==> config.mk <==
export PLATFORM = sky130hd
export DESIGN_NAME = touch_grid_debounce_long_press_unit
export DESIGN_NICKNAME = d
export VERILOG_FILES = /design/src/sv/tgdlp_pkg.sv /design/src/sv/tgdlp_ctrl.sv /design/src/sv/tgdlp_dp.sv /design/src/sv/touch_grid_debounce_long_press_unit.sv
export SDC_FILE = /design/constraint.sdc
export NUM_CORES = 1
export LEC_CHECK = 0
export BUFFER_PORTS_ARGS = -buffer_cell sky130_fd_sc_hd__buf_2
export CORE_ASPECT_RATIO = 2
export CORE_MARGIN = 4
export CORE_UTILIZATION = 56
export CTS_BUF_LIST = sky130_fd_sc_hd__clkbuf_8
export DETAILED_ROUTE_END_ITERATION = 7
export PLACE_DENSITY = 0.83
export SYNTH_ARGS = -nofsm -noshare
export SYNTH_HDL_FRONTEND = slang
export SYNTH_SLANG_ARGS = --single-unit
==> constraint.sdc <==
create_clock -name clk_i -period 5.34 [get_ports clk_i]
set_input_delay 1.068 -clock clk_i [delete_from_list [all_inputs] [get_ports clk_i]]
set_output_delay 1.068 -clock clk_i [all_outputs]
set_load 0.1 [all_outputs]
==> src/sv/tgdlp_pkg.sv <==
// ----------------------------------------------------------------------------
// tgdlp_pkg
// Shared constants and controller/datapath interface types for the touch
// grid debounce and long-press unit.
// ----------------------------------------------------------------------------
`default_nettype none

package tgdlp_pkg;

  // Field widths
  localparam int unsigned COORD_BITS_DEF = 10;  // default raw coordinate width
  localparam int unsigned CELL_BITS      = 10;  // column / row width
  localparam int unsigned SIZE_BITS      = 11;  // cell width / height
  localparam int unsigned RUN_BITS       = 8;   // debounce run lengths
  localparam int unsigned COUNT_BITS     = 16;  // touched-sample counter

  // Configuration port
  localparam int unsigned CFG_IDX_BITS  = 3;
  localparam int unsigned CFG_DATA_BITS = 16;

  localparam logic [CFG_IDX_BITS-1:0] REG_CELL_WIDTH   = 3'd0;
  localparam logic [CFG_IDX_BITS-1:0] REG_CELL_HEIGHT  = 3'd1;
  localparam logic [CFG_IDX_BITS-1:0] REG_PRESS_RUNS   = 3'd2;
  localparam logic [CFG_IDX_BITS-1:0] REG_RELEASE_RUNS = 3'd3;
  localparam logic [CFG_IDX_BITS-1:0] REG_LONG_LIMIT   = 3'd4;

  // Register reset values
  localparam logic [SIZE_BITS-1:0]  RST_CELL_SIZE  = 11'd1;
  localparam logic [RUN_BITS-1:0]   RST_RUNS       = 8'd10;
  localparam logic [COUNT_BITS-1:0] RST_LONG_LIMIT = 16'd500;

  // Controller -> datapath commands
  typedef struct packed {
    logic load;    // capture the sample, start both dividers
    logic step;    // one restoring-division step
    logic update;  // apply the debounce update, may emit a result
  } dp_cmd_t;

  // Datapath -> controller status
  typedef struct packed {
    logic emit_due;  // the pending update releases a result
    logic out_free;  // output register can take a result this cycle
  } dp_sts_t;

endpackage : tgdlp_pkg

`default_nettype wire

==> src/sv/tgdlp_ctrl.sv <==
// ----------------------------------------------------------------------------
// tgdlp_ctrl
// Sequencer: accepts one sample, runs the serial dividers for one step per
// quotient bit, then applies the debounce update once any result it releases can go out.
// ----------------------------------------------------------------------------
`default_nettype none

module tgdlp_ctrl #(
  parameter int unsigned COORD_BITS = tgdlp_pkg::COORD_BITS_DEF
) (
  input  wire                 clk_i,
  input  wire                 rst_ni,
  input  wire                 in_valid_i,
  output logic                in_stall_o,
  input  tgdlp_pkg::dp_sts_t  sts_i,
  output tgdlp_pkg::dp_cmd_t  cmd_o
);
  import tgdlp_pkg::*;

  // Quotient width: at least wide enough for the column / row field
  localparam int unsigned QW = (COORD_BITS > CELL_BITS) ? COORD_BITS : CELL_BITS;
  localparam int unsigned CW = $clog2(QW);

  localparam logic [1:0] ST_IDLE = 2'd0;
  localparam logic [1:0] ST_DIV  = 2'd1;
  localparam logic [1:0] ST_UPD  = 2'd2;

  logic [1:0]    state_q, state_d;
  logic [CW-1:0] cnt_q, cnt_d;
  logic          accept;

  assign in_stall_o = (state_q != ST_IDLE);
  assign accept     = in_valid_i && !in_stall_o;

  // Next state and commands
  always_comb begin
    state_d = state_q;
    cnt_d   = cnt_q;
    cmd_o   = '0;
    case (state_q)
      ST_IDLE: begin
        if (accept) begin
          cmd_o.load = 1'b1;
          cnt_d      = CW'(QW - 1);
          state_d    = ST_DIV;
        end
      end
      ST_DIV: begin
        cmd_o.step = 1'b1;
        if (cnt_q == '0) begin
          state_d = ST_UPD;
        end else begin
          cnt_d = cnt_q - 1'b1;
        end
      end
      ST_UPD: begin
        // hold while a due result cannot enter the output register
        if (!sts_i.emit_due || sts_i.out_free) begin
          cmd_o.update = 1'b1;
          state_d      = ST_IDLE;
        end
      end
      default: begin
        state_d = ST_IDLE;
      end
    endcase
  end

  always_ff @(posedge clk_i or negedge rst_ni) begin
    if (!rst_ni) begin
      state_q <= ST_IDLE;
      cnt_q   <= '0;
    end else begin
      state_q <= state_d;
      cnt_q   <= cnt_d;
    end
  end

  // Assertions
  a_upd_no_overrun: assert property (@(posedge clk_i) disable iff (!rst_ni)
    cmd_o.update |-> (!sts_i.emit_due || sts_i.out_free))
    else $error("update issued while output register is occupied");

  a_accept_to_div: assert property (@(posedge clk_i) disable iff (!rst_ni)
    accept |=> (state_q == ST_DIV))
    else $error("accepted beat did not start division");

  a_div_to_upd: assert property (@(posedge clk_i) disable iff (!rst_ni)
    (state_q == ST_DIV && cnt_q == '0) |=> (state_q == ST_UPD))
    else $error("division did not finish into update");

endmodule : tgdlp_ctrl

`default_nettype wire

==> src/sv/tgdlp_dp.sv <==
// ----------------------------------------------------------------------------
// tgdlp_dp
// Datapath: configuration registers, two restoring dividers (one quotient
// bit per step), debounce counters and the output register.
// ----------------------------------------------------------------------------
`default_nettype none

module tgdlp_dp #(
  parameter int unsigned COORD_BITS = tgdlp_pkg::COORD_BITS_DEF
) (
  input  wire                                   clk_i,
  input  wire                                   rst_ni,
  // configuration
  input  wire                                   cfg_we_i,
  input  wire  [tgdlp_pkg::CFG_IDX_BITS-1:0]    cfg_idx_i,
  input  wire  [tgdlp_pkg::CFG_DATA_BITS-1:0]   cfg_wdata_i,
  // sample
  input  wire  [COORD_BITS-1:0]                 touch_x_i,
  input  wire  [COORD_BITS-1:0]                 touch_y_i,
  input  wire                                   touched_i,
  // control
  input  tgdlp_pkg::dp_cmd_t                    cmd_i,
  output tgdlp_pkg::dp_sts_t                    sts_o,
  // result
  output logic                                  out_valid_o,
  input  wire                                   out_stall_i,
  output logic [tgdlp_pkg::CELL_BITS-1:0]       column_o,
  output logic [tgdlp_pkg::CELL_BITS-1:0]       row_o,
  output logic                                  long_press_o
);
  import tgdlp_pkg::*;

  localparam int unsigned QW = (COORD_BITS > CELL_BITS) ? COORD_BITS : CELL_BITS;

  // Configuration registers
  logic [SIZE_BITS-1:0]  cell_w_q, cell_h_q;
  logic [RUN_BITS-1:0]   press_runs_q, release_runs_q;
  logic [COUNT_BITS-1:0] long_limit_q;

  always_ff @(posedge clk_i or negedge rst_ni) begin
    if (!rst_ni) begin
      cell_w_q       <= RST_CELL_SIZE;
      cell_h_q       <= RST_CELL_SIZE;
      press_runs_q   <= RST_RUNS;
      release_runs_q <= RST_RUNS;
      long_limit_q   <= RST_LONG_LIMIT;
    end else if (cfg_we_i) begin
      case (cfg_idx_i)
        REG_CELL_WIDTH:   cell_w_q       <= cfg_wdata_i[SIZE_BITS-1:0];
        REG_CELL_HEIGHT:  cell_h_q       <= cfg_wdata_i[SIZE_BITS-1:0];
        REG_PRESS_RUNS:   press_runs_q   <= cfg_wdata_i[RUN_BITS-1:0];
        REG_RELEASE_RUNS: release_runs_q <= cfg_wdata_i[RUN_BITS-1:0];
        REG_LONG_LIMIT:   long_limit_q   <= cfg_wdata_i[COUNT_BITS-1:0];
        default: ;
      endcase
    end
  end

  // Zero sizes and runs act as one
  logic [SIZE_BITS-1:0] div_x, div_y;
  logic [RUN_BITS-1:0]  pr_eff, rr_eff;

  assign div_x  = (cell_w_q == '0) ? SIZE_BITS'(1) : cell_w_q;
  assign div_y  = (cell_h_q == '0) ? SIZE_BITS'(1) : cell_h_q;
  assign pr_eff = (press_runs_q == '0) ? RUN_BITS'(1) : press_runs_q;
  assign rr_eff = (release_runs_q == '0) ? RUN_BITS'(1) : release_runs_q;

  // Restoring dividers: quotient shifts in where the dividend shifts out
  logic [QW-1:0]        quo_x_q, quo_y_q, quo_x_d, quo_y_d;
  logic [SIZE_BITS-1:0] rem_x_q, rem_y_q, rem_x_d, rem_y_d;
  logic [SIZE_BITS:0]   trial_x, trial_y, diff_x, diff_y;
  logic                 ge_x, ge_y;
  logic                 touched_q;

  always_comb begin
    trial_x = {rem_x_q, quo_x_q[QW-1]};
    trial_y = {rem_y_q, quo_y_q[QW-1]};
    diff_x  = trial_x - {1'b0, div_x};
    diff_y  = trial_y - {1'b0, div_y};
    ge_x    = (trial_x >= {1'b0, div_x});
    ge_y    = (trial_y >= {1'b0, div_y});
    rem_x_d = ge_x ? diff_x[SIZE_BITS-1:0] : trial_x[SIZE_BITS-1:0];
    rem_y_d = ge_y ? diff_y[SIZE_BITS-1:0] : trial_y[SIZE_BITS-1:0];
    quo_x_d = {quo_x_q[QW-2:0], ge_x};
    quo_y_d = {quo_y_q[QW-2:0], ge_y};
  end

  always_ff @(posedge clk_i) begin
    if (cmd_i.load) begin
      quo_x_q   <= QW'(touch_x_i);
      quo_y_q   <= QW'(touch_y_i);
      rem_x_q   <= '0;
      rem_y_q   <= '0;
      touched_q <= touched_i;
    end else if (cmd_i.step) begin
      quo_x_q <= quo_x_d;
      quo_y_q <= quo_y_d;
      rem_x_q <= rem_x_d;
      rem_y_q <= rem_y_d;
    end
  end

  // Debounce state
  logic                  phase_q, phase_d;
  logic [COUNT_BITS-1:0] press_q, press_d, press_inc;
  logic [RUN_BITS-1:0]   rel_q, rel_d, rel_inc;
  logic [CELL_BITS-1:0]  last_col_q, last_row_q;
  logic                  record, emit;

  assign press_inc = (press_q == '1) ? press_q : press_q + 1'b1;
  assign rel_inc   = (rel_q == '1) ? rel_q : rel_q + 1'b1;

  always_comb begin
    phase_d = phase_q;
    press_d = press_q;
    rel_d   = rel_q;
    record  = touched_q;
    emit    = 1'b0;
    if (!phase_q) begin
      press_d = touched_q ? press_inc : '0;
      if (press_d >= COUNT_BITS'(pr_eff)) begin
        phase_d = 1'b1;
        rel_d   = '0;
      end
    end else if (touched_q) begin
      rel_d   = '0;
      press_d = press_inc;
    end else begin
      rel_d = rel_inc;
      if (rel_inc >= rr_eff) begin
        emit    = 1'b1;
        phase_d = 1'b0;
        press_d = '0;
        rel_d   = '0;
      end
    end
  end

  always_ff @(posedge clk_i or negedge rst_ni) begin
    if (!rst_ni) begin
      phase_q    <= 1'b0;
      press_q    <= '0;
      rel_q      <= '0;
      last_col_q <= '0;
      last_row_q <= '0;
    end else if (cmd_i.update) begin
      phase_q <= phase_d;
      press_q <= press_d;
      rel_q   <= rel_d;
      if (record) begin
        last_col_q <= quo_x_q[CELL_BITS-1:0];
        last_row_q <= quo_y_q[CELL_BITS-1:0];
      end
    end
  end

  // Output register
  logic out_valid_q;
  logic out_load;

  assign sts_o.emit_due = emit;
  assign sts_o.out_free = !out_valid_q || !out_stall_i;
  assign out_load       = cmd_i.update && emit;

  always_ff @(posedge clk_i or negedge rst_ni) begin
    if (!rst_ni) begin
      out_valid_q <= 1'b0;
    end else if (out_load) begin
      out_valid_q <= 1'b1;
    end else if (!out_stall_i) begin
      out_valid_q <= 1'b0;
    end
  end

  always_ff @(posedge clk_i) begin
    if (out_load) begin
      column_o     <= last_col_q;
      row_o        <= last_row_q;
      long_press_o <= (press_q > long_limit_q);
    end
  end

  assign out_valid_o = out_valid_q;

  // Assertions
  a_rel_idle_in_press: assert property (@(posedge clk_i) disable iff (!rst_ni)
    !phase_q |-> (rel_q == '0))
    else $error("release count nonzero while waiting for press");

endmodule : tgdlp_dp

`default_nettype wire

==> src/sv/touch_grid_debounce_long_press_unit.sv <==
// Sequence: an accepted beat loads both dividers, steps them once per
//   quotient bit and then applies its state update; a releasing beat's result
//   is registered at that update and is valid from then on.
// Input: a new beat stalls until the last beat's update; the serial dividers
//   take one column/row quotient bit per cycle, and a releasing beat waits
//   longer while an earlier result sits stalled in the output register.
// Reset: asynchronous active-low; clears debounce state and loads defaults.
// ----------------------------------------------------------------------------
// touch_grid_debounce_long_press_unit
// Debounces touch samples into press/release gestures, maps each touched
// sample to a grid cell and reports the last cell with a long-press flag.
// ----------------------------------------------------------------------------
`default_nettype none

module touch_grid_debounce_long_press_unit #(
  parameter int unsigned COORD_BITS = tgdlp_pkg::COORD_BITS_DEF
) (
  input  wire                                   clk_i,
  input  wire                                   rst_ni,
  // configuration
  input  wire                                   cfg_we_i,
  input  wire  [tgdlp_pkg::CFG_IDX_BITS-1:0]    cfg_idx_i,
  input  wire  [tgdlp_pkg::CFG_DATA_BITS-1:0]   cfg_wdata_i,
  // sample channel
  input  wire                                   in_valid_i,
  output logic                                  in_stall_o,
  input  wire  [COORD_BITS-1:0]                 touch_x_i,
  input  wire  [COORD_BITS-1:0]                 touch_y_i,
  input  wire                                   touched_i,
  // result channel
  output logic                                  out_valid_o,
  input  wire                                   out_stall_i,
  output logic [tgdlp_pkg::CELL_BITS-1:0]       column_o,
  output logic [tgdlp_pkg::CELL_BITS-1:0]       row_o,
  output logic                                  long_press_o
);
  import tgdlp_pkg::*;

  dp_cmd_t cmd;
  dp_sts_t sts;

  // Sequencer
  tgdlp_ctrl #(
    .COORD_BITS (COORD_BITS)
  ) u_ctrl (
    .clk_i      (clk_i),
    .rst_ni     (rst_ni),
    .in_valid_i (in_valid_i),
    .in_stall_o (in_stall_o),
    .sts_i      (sts),
    .cmd_o      (cmd)
  );

  // Dividers, counters and output register
  tgdlp_dp #(
    .COORD_BITS (COORD_BITS)
  ) u_dp (
    .clk_i        (clk_i),
    .rst_ni       (rst_ni),
    .cfg_we_i     (cfg_we_i),
    .cfg_idx_i    (cfg_idx_i),
    .cfg_wdata_i  (cfg_wdata_i),
    .touch_x_i    (touch_x_i),
    .touch_y_i    (touch_y_i),
    .touched_i    (touched_i),
    .cmd_i        (cmd),
    .sts_o        (sts),
    .out_valid_o  (out_valid_o),
    .out_stall_i  (out_stall_i),
    .column_o     (column_o),
    .row_o        (row_o),
    .long_press_o (long_press_o)
  );

endmodule : touch_grid_debounce_long_press_unit

`default_nettype wire

After elaboration in Yosys (flattened, before gate mapping)
Index checks and enable logic that the tools add are counted.

storage, ports and cells
  register bits after elaboration = 170
  bits of input ports = 45
  output and inout bits = 23
  word-level logic and storage cells = 115

cells by class
  add/subtract/negate cells = 5
  magnitude comparators = 5
  eq/ne operators = 14
  multiplexer cells = 41
  reduce and logical (&&, ||, !) cells = 29

operators by type and width
  operator                                              number
  2-to-1 mux 16 bit                                     5
  2-to-1 mux 8 bit                                      7
  2-to-1 mux 11 bit                                     4
  2-to-1 mux 10 bit                                     4
  greater-or-equal comparator 12 x 11 -> 1 bit          2
  logical NOT 11 bit                                    2
  subtractor 11 bit                                     2
  adder 16 x 1 -> 16 bit (second input constant)        1
  equality test 16 bit (second input constant)          1
  greater-or-equal comparator 16 x 8 -> 1 bit           1
  > comparator 16 bit                                   1
  logical NOT 8 bit                                     2
  AND reduction 2 bit                                   8
  2-to-1 mux 1 bit                                      14
  adder 8 x 1 -> 8 bit (second input constant)          1
  equality test 8 bit (second input constant)           1
  greater-or-equal comparator 8 bit                     1
  2-to-1 mux 4 bit                                      2
  != test 2 x 1 -> 1 bit (second input constant)        4
  one-hot mux 4 bit (2 select lines)                    1
  nonzero test 2 bit                                    4
  equality test 3 x 2 -> 1 bit (second input constant)  2
  2-to-1 mux 2 bit                                      3
  one-hot mux 2 bit (3 select lines)                    1
  14 further kinds                                      20

Longest topological paths before layout
Gate-level depths: netlist (run 1).

  depth in word-level cells = 12
  depth in mapped cells = 16
  gate-level depth less buffers = 14

Cells and area by module
Synthesis (run 1) repeated with hierarchy kept, for this count alone.

unflattened totals
  cells, all modules = 903
  area, all modules = 9288.9 um^2

modules (own cells, without submodules)
  module      instances  cells an instance  area an instance (um^2)  seq. area each (um^2)
  tgdlp_dp    1          859                8907.3                   4219.0
  tgdlp_ctrl  1          44                 381.6                    150.1

Worst setup path after synthesis (run 1)
Ideal clock, no wire load.

  path kind = register to register
  start = register u_dp.rel_q[0]
  end = register u_dp.column_o[0] (netlist bit), enable pin
  setup time = 0.406 ns
  data arrival time = 3.522 ns
  data required time = 4.934 ns
  slack = 1.411 ns
  cell stages (with the launch flop) = 16
  buffers on the path = 2
  clock period less this slack = 3.929 ns
  cells stage by stage = dfrtp_1 ha_1 and3_1 clkbuf_1 nand3_1 nand3_1 xnor2_1 ha_1 a21o_1 a21o_1 a21oi_1 o21a_1 clkbuf_1 nor2_1 nand2_1 a21oi_1

between the ends
  longest elaborated chain between the ends = 11
  elaborated cells on any way between the ends = 12
  classes of those cells = add/sub (1); order compare (1); eq/ne (1); mux (6); reduce/logical (3)

RTL lines
  element                                                             RTL line          source
  start: declaration                                                  tgdlp_dp.sv:106   logic [RUN_BITS-1:0] rel_q, rel_d, rel_inc;
  start signal: assignment                                            tgdlp_dp.sv:149   rel_q <= rel_d;
  adder 8 x 1 -> 8 bit / equality test 8 bit (equally long branches)  tgdlp_dp.sv:111   assign rel_inc = (rel_q == '1) ? rel_q : rel_q + 1'b1;
  2-to-1 mux 8 bit (*)                                                tgdlp_dp.sv:111
  greater-or-equal comparator 8 bit (*)                               tgdlp_dp.sv:130   if (rel_inc >= rr_eff) begin
  2-to-1 mux 1 bit (*)                                                tgdlp_dp.sv:130
  2-to-1 mux 1 bit (*)                                                tgdlp_dp.sv:125   end else if (touched_q) begin
  2-to-1 mux 1 bit (*)                                                tgdlp_dp.sv:119   if (!phase_q) begin
  logical NOT 1 bit                                                   tgdlp_ctrl.sv:58  if (!sts_i.emit_due || sts_i.out_free) begin
  logical OR 1 bit                                                    tgdlp_ctrl.sv:58
  2-to-1 mux 1 bit                                                    tgdlp_ctrl.sv:58
  2-to-1 mux 1 bit                                                    tgdlp_ctrl.sv:40  case (state_q)
  logical AND 1 bit (*)                                               tgdlp_dp.sv:163   assign out_load = cmd_i.update && emit;
  via u_dp.out_load                                                   tgdlp_dp.sv:159   logic out_load;
  end signal: assignment                                              tgdlp_dp.sv:177   column_o <= last_col_q;
  end: declaration                                                    tgdlp_dp.sv:27    output logic [tgdlp_pkg::CELL_BITS-1:0] column_o,

Mark *: on every way through the listed nets, which the timed path passes. The rest lies on a longest branch.
A chain may end at the register's enable or synchronous reset.

Worst setup path in the final report (run 1)
  start = register u_dp.press_q[0]
  end = register u_dp.rel_q[6]

between the ends
  longest elaborated chain between the ends = 6
  elaborated cells on any way between the ends = 7
  classes of those cells = add/sub (1); order compare (1); eq/ne (1); mux (2); reduce/logical (2)

RTL lines
  element                                                                RTL line         source
  start: declaration                                                     tgdlp_dp.sv:105  logic [COUNT_BITS-1:0] press_q, press_d, press_inc;
  start signal: assignment                                               tgdlp_dp.sv:148  press_q <= press_d;
  adder 16 x 1 -> 16 bit / equality test 16 bit (equally long branches)  tgdlp_dp.sv:110  assign press_inc = (press_q == '1) ? press_q : press_q + 1'b1;
  2-to-1 mux 16 bit (*)                                                  tgdlp_dp.sv:110
  2-to-1 mux 16 bit (*)                                                  tgdlp_dp.sv:120  press_d = touched_q ? press_inc : '0;
  greater-or-equal comparator 16 x 8 -> 1 bit (*)                        tgdlp_dp.sv:121  if (press_d >= COUNT_BITS'(pr_eff)) begin
  nonzero test 2 bit (no source line) (*)                                n/a
  AND reduction 2 bit (no source line) (*)                               n/a

Mark *: on every way between the ends. The rest lies on a longest branch, timed or not.

==> results by group, run 1 <==
Place
  • Number of instances in the placed design: 1162
  • Hpwl dp: 15.5 mm
  • Routability cong.: 0.900
  • Placed Area: 9590 µm²
  • IO Port Bufs: 67

Pwr
  • Final Power: 4.88 mW
  • Pwr Density: 489 nW/µm²
  • Peak supply drop: 0.385 mV
  • LEAKAGE: 4.73 nW

STA
  • Worst hold margin: 453 ps
  • # setup viols final: 0
  • Worst-Margin Slew: 909 ps
  • Slew HR: 0.394
  • Layout Skew: 17.4 ps
  • Final hold vios: 0
  • Crit path time final: 4300 ps
  • Unrepaired setup endpoints after global routing: no
  • Max Slew Vio Count: 0
  • Setup TNS: 0 ps
  • Tcrit/Tclk final: 0.805
  • F_max: 233 MHz

Worst setup path
  • Critical Path Start: u_dp.press_q[0]$_DFFE_PN0P_
  • Critical Path End Type: register
  • R2r startpoint: u_dp.press_q[0]$_DFFE_PN0P_
  • Kind of cell adding the most delay to the critical path: compound AO/OA/AOI/OAI gates
  • Critical path's largest stage delay: 780 ps
  • WS Path Type: register to register
  • Crit path arrival time: 4650 ps
  • Worst path cell trace: ha_1, and2_1, nand4_2, or2_2, nand4_1, or3_1, a21boi_0, ha_1, nand2_1, nor2_1, a2111oi_0, nand4_1, o41ai_4, mux2_4
  • Buf/Inv on CP: 0
  • Worst path slowest cell: o41ai_4
  • CP required: 5690 ps
  • Worst-path fanout max: 9
  • Startpoint Class: register

Floorplanning
  • Core box area: 15900 µm²
  • Die Height: 188 µm
  • Die area: 18400 µm²
  • Die width: 97.9 µm
  • Initial Util: 0.571
  • # IOs: 68
  • Site Rows: 65

Synthesis
  • Post-synth top flop: dfrtp_1
  • Synth area leaders: dfrtp_1 26%, edfxtp_1 14%, ha_1 8.0%
  • Share of the synthesized area in the top cell type: 0.260
  • Asr flop ratio synth: 0.624
  • Synthesis warning total: 0
  • Sequential cell area fraction in the yosys report: 0.482
  • Syn_area_per_cell: 9.86 µm²
  • Synthesis-stage register bit count: 170
  • Synth Instances: 919
  • EDFF count, synth: 42
  • Most frequent cell after synthesis: nand2_1
  • Synth Cell Area: 9060 µm²
  • Synth area leader: dfrtp_1
  • List of most frequent post-synthesis cells: 165 x nand2_1, 94 x dfrtp_1, 74 x inv_1, 74 x o21ai_0, 58 x ha_1
  • Post-synth cell types: 62
  • Syn nets: 1024

Global routing
  • Largest net degree at the start of global routing: 62
  • Overall Global Routing Usage: 0.236
  • Initial antenna violation count: 0
  • Vias in the first global route: 7418
  • GRT Residual Overflow: 0
  • Global-route wire length before repair: 34.9 mm

Layout
  • Fin area: 9980 µm²
  • Antenna Cells: 0
  • Share of layout cells above drive strength 1: 0.177
  • Nets: 1085
  • Layout area overhead: 10.2%
  • Final Non-Filler Cells: 1194

Clock network
  • CTS tree: done
  • Htree depth: 4
  • Cells resized by post-CTS repair: 0
  • Setup Buffers After CTS: 0
  • Post-CTS Hold Fix Bufs: 0
  • Clock sink total: 170
  • Worst-path clk slew: 90 ps
  • Max Root-Sink Buffers: 2
  • CTS root buf: clkbuf_8
  • CTS Buf Count: 17
  • Clock latency on the worst-skew pair: 450 ps

Routing
  • DR pass1 iterations: 5
  • Routed WL: 20.4 mm
  • Vias: 6837
  • DRT antenna net count: 0
  • Vias per inst: 5.73
  • 1st-iter DRT viols: 379
  • Wire per inst: 17.1 µm
  • DRC viols: 0

Run status
  • Outcome: finished, final reports clean

Worst hold path
  • Hold WC Path Type: register to register
  • Hold Crit Start: u_dp.last_col_q[4]$_DFFE_PN0P_

Run
  • Max-Cap Viols: 0
==> logic make-up after synthesis <==
| family | count (synthesis) | share of synthesized area |
|---|---|---|
| AOI/OAI and AO/OA | 181 | 0.128 |
| buffers and inverters | 108 | 0.0457 |
| and+or+nand+nor | 316 | 0.161 |
| muxes | 64 | 0.0786 |
| DFF | 170 | 0.482 |
| xor gates and xnor gates | 20 | 0.0193 |
| adders and majority gates | 60 | 0.0845 |
==> power breakdown <==
| group | switching [mW] | internal, mW | total (mW) |
|---|---|---|---|
| Combinational | 1.13 | 0.832 | 1.97 |
| Sequential | 0.247 | 1.77 | 2.02 |
| Clock | 0.457 | 0.439 | 0.895 |
| Total | 1.84 | 3.04 | 4.88 |
==> metal layers <==
metal,GRT usage,vias up,part of all wire
met2,0.437,159,0.56
li1,-,3344,-
met3,0.0395,51,0.042
met1,0.242,3283,0.35
met4,0.141,0,0.043
met5,0,-,0
==> layout by cell type, fill, tap and decap left out, drive strengths merged, types with 4 or more instances in the layout <==
cell type  Yosys  layout
nand2b         9       9
edfxtp        42      42
a31oi          4       4
dfstp         12      12
or3            4       4
a41o           4       4
mux2          45      45
nand2        166     166
ha            58      58
and2           6       6
mux2i         19      19
buf            4      76
xor2          10      10
nor2          30      30
dfxtp         22      22
o211ai         6       6
clkbuf        30      23
a211oi         4       4
o21a           7       7
or2            4       4
dfrtp         94      94
nor2b         11      11
o31ai          6       6
a21boi         5       5
a21oi         31      31
nor3          12      12
inv           74      78
nand4         16      16
nand3         31      31
xnor2         10      10
o21ai         74      74
nor4          10      10
and3           9       9
a21o          10      10
==> final cells by class <==
class,instances,area [µm²]
fill,1292,5880
clock inverter,9,72.6
timing repair buffer,76,405
multi-input combinational,641,4290
sequential,170,4370
clock buffer,23,317
tap,201,251
inverter,74,278
==> final timing paths <==
check	endpoint	slack, ps	cells after the start
setup / recovery	u_dp.rel_q[6]$_DFFE_PN0P_	1040	14
hold / removal	u_dp.column_o[4]$_DFFE_PP_	450	0
setup reg to reg	u_dp.rel_q[6]$_DFFE_PN0P_	1040	14
hold reg to reg	u_dp.column_o[4]$_DFFE_PP_	450	0
max in group asynchronous	u_dp.cell_h_q[9]$_DFFE_PN0P_	3520	2
min in group asynchronous	u_dp.release_runs_q[5]$_DFFE_PN0P_	710	1
==> sequential cells by signal, indices dropped and copies added, names as in the netlist, 11 cells and up <==
signal and flops:
u_dp.rem_y_q 11, u_dp.press_q 16, u_dp.cell_w_q 11, u_dp.cell_h_q 11, u_dp.rem_x_q 11, u_dp.long_limit_q 16
==> through the flow <==
step                      worst slack, ps  utilization
after floorplan                      1410            -
after global placement               1220        0.605
after detailed placement             1090        0.605
after CTS                            1070        0.629
after global routing                  774        0.629
final                                1040        0.629
==> worst register-to-register path: stages (launching register included) <==
cell       delay [ps]
dfrtp_1           430
ha_1              260
and2_1            190
nand4_2           140
or2_2             180
nand4_1           190
or3_1             360
a21boi_0          310
ha_1              310
nand2_1            70
nor2_1             50
a2111oi_0         370
nand4_1           200
o41ai_4           780
mux2_4            350
Note: power is estimated with default switching activity, not from simulation.
==> inputs of run 2 (changes only) <==
==> constraint.sdc (replaced) <==
create_clock -name clk_i -period 4.1 [get_ports clk_i]
set_input_delay 0.82 -clock clk_i [delete_from_list [all_inputs] [get_ports clk_i]]
set_output_delay 0.82 -clock clk_i [all_outputs]
set_load 0.1 [all_outputs]
==> run 2 against run 1 <==
Setup slack lost 880 ps. Final cell count grew 0.59%. Sequential share of layout area shrank 0.38 points. Sequential cell count is the same. Clock-buffer cell count shrank 3. Global-route usage grew 0.27 points. Non-clock buffer count grew 7. Power grew 32%. Final area grew 0.86%. Fmax grew 9.3%.
==> results by group, run 2 (synthesis results as in run 1) <==
STA
  • Final hold vios: 0 (unchanged)
  • Unrepaired setup endpoints after global routing: no
  • Crit path time final: 3940 ps (-364 ps)
  • Slew HR: 0.372 (-0.0217)
  • # setup viols final: 0 (unchanged)
  • F_max: 254 MHz (+9.3%)
  • Tcrit/Tclk final: 0.960 (+0.155)
  • Layout Skew: 12.4 ps (-5.09 ps)
  • Worst-Margin Slew: 939 ps (+30.3 ps)
  • Setup TNS: 0 ps (unchanged)
  • Max Slew Vio Count: 0 (unchanged)

Floorplanning
  • # IOs: 68 (unchanged)
  • Die Height: 188 µm (unchanged)
  • Core box area: 15900 µm² (unchanged)
  • Site Rows: 65 (unchanged)
  • Die area: 18400 µm² (unchanged)
  • Initial Util: 0.571 (unchanged)
  • Die width: 97.9 µm (unchanged)

Pwr
  • Int Power: 4.06 mW (+33%)
  • Reg power frac: 0.408 (-0.006)
  • Sw power: 2.40 mW (+31%)
  • Pwr Density: 642 nW/µm² (+31%)
  • Logic pwr share: 0.405 (+0.002)
  • Sw Share: 0.372 (-0.00471)
  • LEAKAGE: 4.78 nW (+1.1%)
  • Clock power frac: 0.187 (+0.003)
  • Peak supply drop: 0.510 mV (+33%)

Routing
  • DRT antenna net count: 0 (unchanged)
  • Vias per inst: 5.77 (+0.83%)
  • 1st-iter DRT viols: 346 (-8.7%)
  • DR pass1 iterations: 5 (unchanged)
  • Wire per inst: 17.1 µm (+0.26%)
  • DRC viols: 0 (unchanged)
  • Vias: 6934 (+1.4%)
  • Routed WL: 20.6 mm (+0.85%)

Place
  • IO Port Bufs: 67 (unchanged)
  • Placed Area: 9660 µm² (+0.68%)
  • Routability cong.: 0.930 (+3.3%)
  • Hpwl dp: 15.8 mm (+1.7%)
  • Number of instances in the placed design: 1169 (+0.60%)

Global routing
  • GRT Residual Overflow: 0 (unchanged)
  • Vias in the first global route: 7271 (-2.0%)
  • Overall Global Routing Usage: 0.238 (+0.00269)
  • Initial antenna violation count: 0 (unchanged)
  • Largest net degree at the start of global routing: 56 (-9.7%)
  • Global-route wire length before repair: 34.9 mm (about the same)

Worst hold path
  • Hold WC Path Type: input pin to asynchronous set/reset pin

Worst setup path
  • Reg-to-Reg End: u_dp.rel_q[1]$_DFFE_PN0P_
  • Startpoint Class: register
  • CP required: 4440 ps (-1250 ps)
  • R2r startpoint: u_dp.press_q[0]$_DFFE_PN0P_
  • WS Path Type: register to register
  • Worst-path fanout max: 9 (unchanged)
  • Reg2Reg Depth: 15 (+1)
  • Crit path arrival time: 4280 ps (-370 ps)
  • Critical Path End Type: register
  • Reg-to-reg slack, setup: 160 ps (-880 ps)

Clock network
  • Cells resized by post-CTS repair: 0 (unchanged)
  • Clock latency on the worst-skew pair: 460 ps (about the same)
  • Max Root-Sink Buffers: 2 (unchanged)
  • Setup Buffers After CTS: 0 (unchanged)
  • Htree depth: 4 (unchanged)
  • Post-CTS Hold Fix Bufs: 0 (unchanged)
  • CTS root buf: clkbuf_8
  • Worst-path clk slew: 80 ps (about the same)
  • CTS Buf Count: 17 (unchanged)
  • CTS tree: done
  • Clock sink total: 170 (unchanged)

Run status
  • Outcome: finished, final reports clean

Layout
  • Share of layout cells above drive strength 1: 0.181 (+0.00376)
  • Nets: 1092 (+0.65%)
  • Layout area overhead: 11.1%
  • Antenna Cells: 0 (unchanged)
  • Final Non-Filler Cells: 1201 (+0.59%)
  • Biggest regs: u_dp.long_limit_q: 16 flops, u_dp.press_q: 16 flops
  • Commonest non-fill, non-tap cell in the layout: nand2_1
  • Fin area: 10100 µm² (+0.86%)
  • Most frequent cells in the layout: 165 x nand2_1, 94 x dfrtp_1, 79 x inv_1, 74 x o21ai_0, 66 x buf_2

Run
  • Max-Cap Viols: 0 (unchanged)
## run 2: changes by cell type in the layout (fill, tap and decap cells not counted), moves of 2 or more
cell	previous run	this run
inv_1	77	79
clkbuf_8	23	20
bufinv_16	1	3
buf_4	10	16
## run 2: power by group through the flow
| stage | sequential, mW | clock (mW) | combinational (mW) |
|---|---|---|---|
| floorplan | 2.54 | 0 | 2.02 |
| global placement | 2.64 | 0 | 2.50 |
| detailed placement | 2.67 | 0 | 2.60 |
| CTS | 2.64 | 1.24 | 2.62 |
| global route | 2.70 | 1.31 | 2.97 |
| finish | 2.64 | 1.21 | 2.61 |
## run 2: through the flow
stage / power (mW) / hold slack [ps] / setup WS, ps / util
floorplan: 4.57 / 419 / 171 / -
global placement: 5.14 / 425 / 228 / 0.609
detailed placement: 5.27 / 431 / 158 / 0.609
CTS: 6.49 / 404 / 129 / 0.635
global route: 6.98 / 440 / 22.5 / 0.635
finish: 6.46 / 394 / 164 / 0.635
## run 2: metal layers
layer | GRT usage | share of wire | vias up
met4 | 0.146 | 0.055 | 0
met5 | 0 | 0 | -
li1 | - | - | 3361
met3 | 0.0365 | 0.038 | 68
met2 | 0.439 | 0.56 | 171
met1 | 0.248 | 0.35 | 3334
## run 2: final cells by class
cell class / count / area [µm²]
Inverter: 74 / 278
Clock inverter: 12 / 135
Tap cell: 201 / 251
Multi-Input combinational cell: 641 / 4290
Fill cell: 1320 / 5790
Clock buffer: 20 / 275
Sequential cell: 170 / 4370
Timing Repair Buffer: 83 / 470
## run 2: worst max-delay path by stage
| stage | from | endpoint | slack, ps | cells past startpoint |
|---|---|---|---|---|
| finish | u_dp.press_q[0]$_DFFE_PN0P_ | u_dp.rel_q[1]$_DFFE_PN0P_ | 160 | 15 |
| floorplan | u_dp.rel_q[0]$_DFFE_PN0P_ | u_dp.column_o[0]$_DFFE_PP_ | 170 | 15 |
| global placement | u_dp.press_q[0]$_DFFE_PN0P_ | u_dp.rel_q[1]$_DFFE_PN0P_ | 230 | 15 |
| CTS | u_dp.press_q[0]$_DFFE_PN0P_ | u_dp.rel_q[1]$_DFFE_PN0P_ | 130 | 15 |
| detailed placement | u_dp.press_q[0]$_DFFE_PN0P_ | u_dp.rel_q[1]$_DFFE_PN0P_ | 160 | 15 |
| global route | u_dp.press_q[0]$_DFFE_PN0P_ | u_dp.rel_q[1]$_DFFE_PN0P_ | 20 | 15 |
## run 2: worst max-delay path, stage by stage (launching register included)
cell and delay (ps):
dfrtp_1 430, ha_1 260, and2_1 200, nand4_2 150, or2_2 190, nand4_1 180
or3_1 350, a21boi_1 210, ha_1 280, nand2_1 70, nor2_1 40, a2111oi_0 380
nand4_1 200, o41ai_4 410, buf_12 180, mux2_4 300
==> inputs of run 3 (changes only) <==
--- a/config.mk
+++ b/config.mk
@@ -11,7 +11,7 @@
 export CORE_UTILIZATION = 56
 export CTS_BUF_LIST = sky130_fd_sc_hd__clkbuf_8
 export DETAILED_ROUTE_END_ITERATION = 7
-export PLACE_DENSITY = 0.83
+export PLACE_DENSITY = 0.82
 export SYNTH_ARGS = -nofsm -noshare
 export SYNTH_HDL_FRONTEND = slang
 export SYNTH_SLANG_ARGS = --single-unit
==> constraint.sdc (replaced) <==
create_clock -name clk_i -period 4.1 [get_ports clk_i]
set_input_delay 0.82 -clock clk_i [delete_from_list [all_inputs] [get_ports clk_i]]
set_output_delay 0.82 -clock clk_i [all_outputs]
set_load 0.05 [all_outputs]
==> run 3 against run 2 <==
Clock skew rose by 1.7 ps. Setup slack better by 92 ps. Largest cell class unchanged. Register-to-register slack better by 90 ps. First-iteration DRC count is 9.0% lower. Final area is 0.60% higher. Fmax is 2.4% higher.
==> results by group, run 3 (synthesis results as in run 1) <==
Worst setup path
  • Reg-to-reg slack, setup: 260 ps (+90 ps)
  • Crit path arrival time: 4190 ps (-90 ps)
  • Startpoint Class: register
  • WS Path Type: register to register
  • Critical Path Start: u_dp.press_q[0]$_DFFE_PN0P_
  • R2r startpoint: u_dp.press_q[0]$_DFFE_PN0P_
  • CP required: 4440 ps (about the same)
  • Worst-path fanout max: 9 (unchanged)
  • Critical Path End Type: register

Routing
  • DRC viols: 0 (unchanged)
  • DR pass1 iterations: 5 (unchanged)
  • Vias: 6979 (+0.65%)
  • 1st-iter DRT viols: 315 (-9.0%)
  • DRT antenna net count: 0 (unchanged)
  • Vias per inst: 5.80 (+0.48%)
  • Wire per inst: 17.5 µm (+2.1%)
  • Routed WL: 21.0 mm (+2.2%)

Pwr
  • Reg power frac: 0.404 (-0.004)
  • Sw Share: 0.374 (+0.00196)
  • Int Power: 4.08 mW (+0.60%)
  • Peak supply drop: 0.446 mV (-13%)
  • Logic pwr share: 0.399 (-0.006)
  • Pwr Density: 644 nW/µm² (+0.32%)
  • LEAKAGE: 4.78 nW (about the same)
  • Sw power: 2.44 mW (+1.4%)
  • Clock power frac: 0.197 (+0.010)

Clock network
  • Htree depth: 4 (unchanged)
  • Clock sink total: 170 (unchanged)
  • CTS tree: done
  • Cells resized by post-CTS repair: 0 (unchanged)
  • Clock latency on the worst-skew pair: 460 ps (about the same)
  • Post-CTS Hold Fix Bufs: 0 (unchanged)
  • CTS root buf: clkbuf_8
  • Setup Buffers After CTS: 0 (unchanged)
  • Max Root-Sink Buffers: 2 (unchanged)
  • Worst-path clk slew: 90 ps (about the same)
  • CTS Buf Count: 17 (unchanged)

Layout
  • Final Non-Filler Cells: 1203 (+0.17%)
  • Biggest regs: u_dp.long_limit_q: 16 flops, u_dp.press_q: 16 flops
  • Nets: 1094 (+0.18%)
  • Antenna Cells: 0 (unchanged)
  • Commonest non-fill, non-tap cell in the layout: nand2_1
  • Layout area overhead: 11.8%
  • Share of layout cells above drive strength 1: 0.190 (+0.00862)
  • Fin area: 10100 µm² (+0.60%)
  • Most frequent cells in the layout: 165 x nand2_1, 94 x dfrtp_1, 74 x inv_1, 74 x o21ai_0, 66 x buf_2

STA
  • Final hold vios: 0 (unchanged)
  • Setup TNS: 0 ps (unchanged)
  • Tcrit/Tclk final: 0.938 (-0.0224)
  • Worst-Margin Slew: 944 ps (+4.12 ps)
  • Max Slew Vio Count: 0 (unchanged)
  • Slew HR: 0.369 (-0.00275)
  • Crit path time final: 3840 ps (-91.9 ps)
  • F_max: 260 MHz (+2.4%)
  • # setup viols final: 0 (unchanged)
  • Unrepaired setup endpoints after global routing: no
  • Layout Skew: 14.0 ps (+1.69 ps)

Floorplanning
  • Die area: 18400 µm² (unchanged)
  • # IOs: 68 (unchanged)
  • Die Height: 188 µm (unchanged)
  • Die width: 97.9 µm (unchanged)
  • Core box area: 15900 µm² (unchanged)
  • Initial Util: 0.571 (unchanged)
  • Site Rows: 65 (unchanged)

Global routing
  • Overall Global Routing Usage: 0.239 (+0.000503)
  • GRT Residual Overflow: 0 (unchanged)
  • Global-route wire length before repair: 35.1 mm (+0.69%)
  • Largest net degree at the start of global routing: 63 (+13%)
  • Vias in the first global route: 7347 (+1.0%)
  • Initial antenna violation count: 0 (unchanged)

Place
  • Hpwl dp: 15.8 mm (-0.10%)
  • Routability cong.: 0.997 (+7.2%)
  • Number of instances in the placed design: 1171 (+0.17%)
  • Placed Area: 9690 µm² (+0.29%)
  • IO Port Bufs: 67 (unchanged)

Worst hold path
  • Hold WC Path Type: input pin to asynchronous set/reset pin

Run status
  • Outcome: finished, final reports clean

Run
  • Max-Cap Viols: 0 (unchanged)
-- run 3: changes by cell type in the layout (fill, tap and decap cells not counted) --
cell,delta
clkinv_4,+1
a21boi_1,-1
inv_1,-5
clkinvlp_4,+2
nor2_2,+1
inv_6,+3
a21boi_2,+1
clkinv_2,-1
nor2_1,-1
buf_12,+1
buf_4,+1
-- run 3: worst paths after layout --
| path | end | cells past startpoint |
|---|---|---|
| setup / recovery | u_dp.rel_q[7]$_DFFE_PN0P_ | 15 |
| hold / removal | u_dp.last_col_q[6]$_DFFE_PN0P_ | 1 |
| setup reg to reg | u_dp.rel_q[7]$_DFFE_PN0P_ | 15 |
| hold reg to reg | u_dp.row_o[1]$_DFFE_PP_ | 0 |
| max in group asynchronous | u_dp.long_limit_q[8]$_DFFE_PN1P_ | 2 |
| min in group clk_i | u_dp.row_o[1]$_DFFE_PP_ | 0 |
-- run 3: stage by stage --
stage	worst slack [ps]	total power, mW	utilization	hold WS [ps]
floorplan	171	4.55	-	419
global placement	218	5.11	0.611	424
detailed placement	117	5.25	0.611	428
CTS	87.9	6.55	0.638	449
global route	35.4	7.02	0.639	463
finish	256	6.52	0.639	448
-- run 3: final cells by class --
type / count / area [µm²]
Inverter: 74 / 278
Clock buffer: 20 / 275
Timing Repair Buffer: 85 / 498
Sequential cell: 170 / 4370
Tap cell: 201 / 251
Multi-Input combinational cell: 641 / 4300
Clock inverter: 12 / 161
Fill cell: 1281 / 5730
-- run 3: metal layers --
| metal | global-route usage | vias up | part of all wire |
|---|---|---|---|
| met5 | 0 | - | 0 |
| li1 | - | 3372 | - |
| met3 | 0.0432 | 55 | 0.041 |
| met1 | 0.244 | 3374 | 0.36 |
| met4 | 0.123 | 0 | 0.039 |
| met2 | 0.452 | 178 | 0.56 |
-- run 3: critical path, cell delays in order, from the launching register on --
cell and delay [ps]:
dfrtp_1 430, ha_1 270, and2_1 200, nand4_2 160, or2_2 190, nand4_1 190, or3_1 380, a21boi_2 190
ha_1 270, nand2_1 60, nor2_1 40, a2111oi_0 370, nand4_1 200, o41ai_4 290, buf_12 180, mux2_4 300
-- run 3: power groups by stage --
stage | combinational [mW] | sequential [mW] | clock (mW)
after global routing | 2.96 | 2.69 | 1.38
after CTS | 2.62 | 2.62 | 1.31
final | 2.60 | 2.63 | 1.29
after detailed placement | 2.59 | 2.66 | 0
after global placement | 2.49 | 2.63 | 0
after floorplan | 2.00 | 2.54 | 0
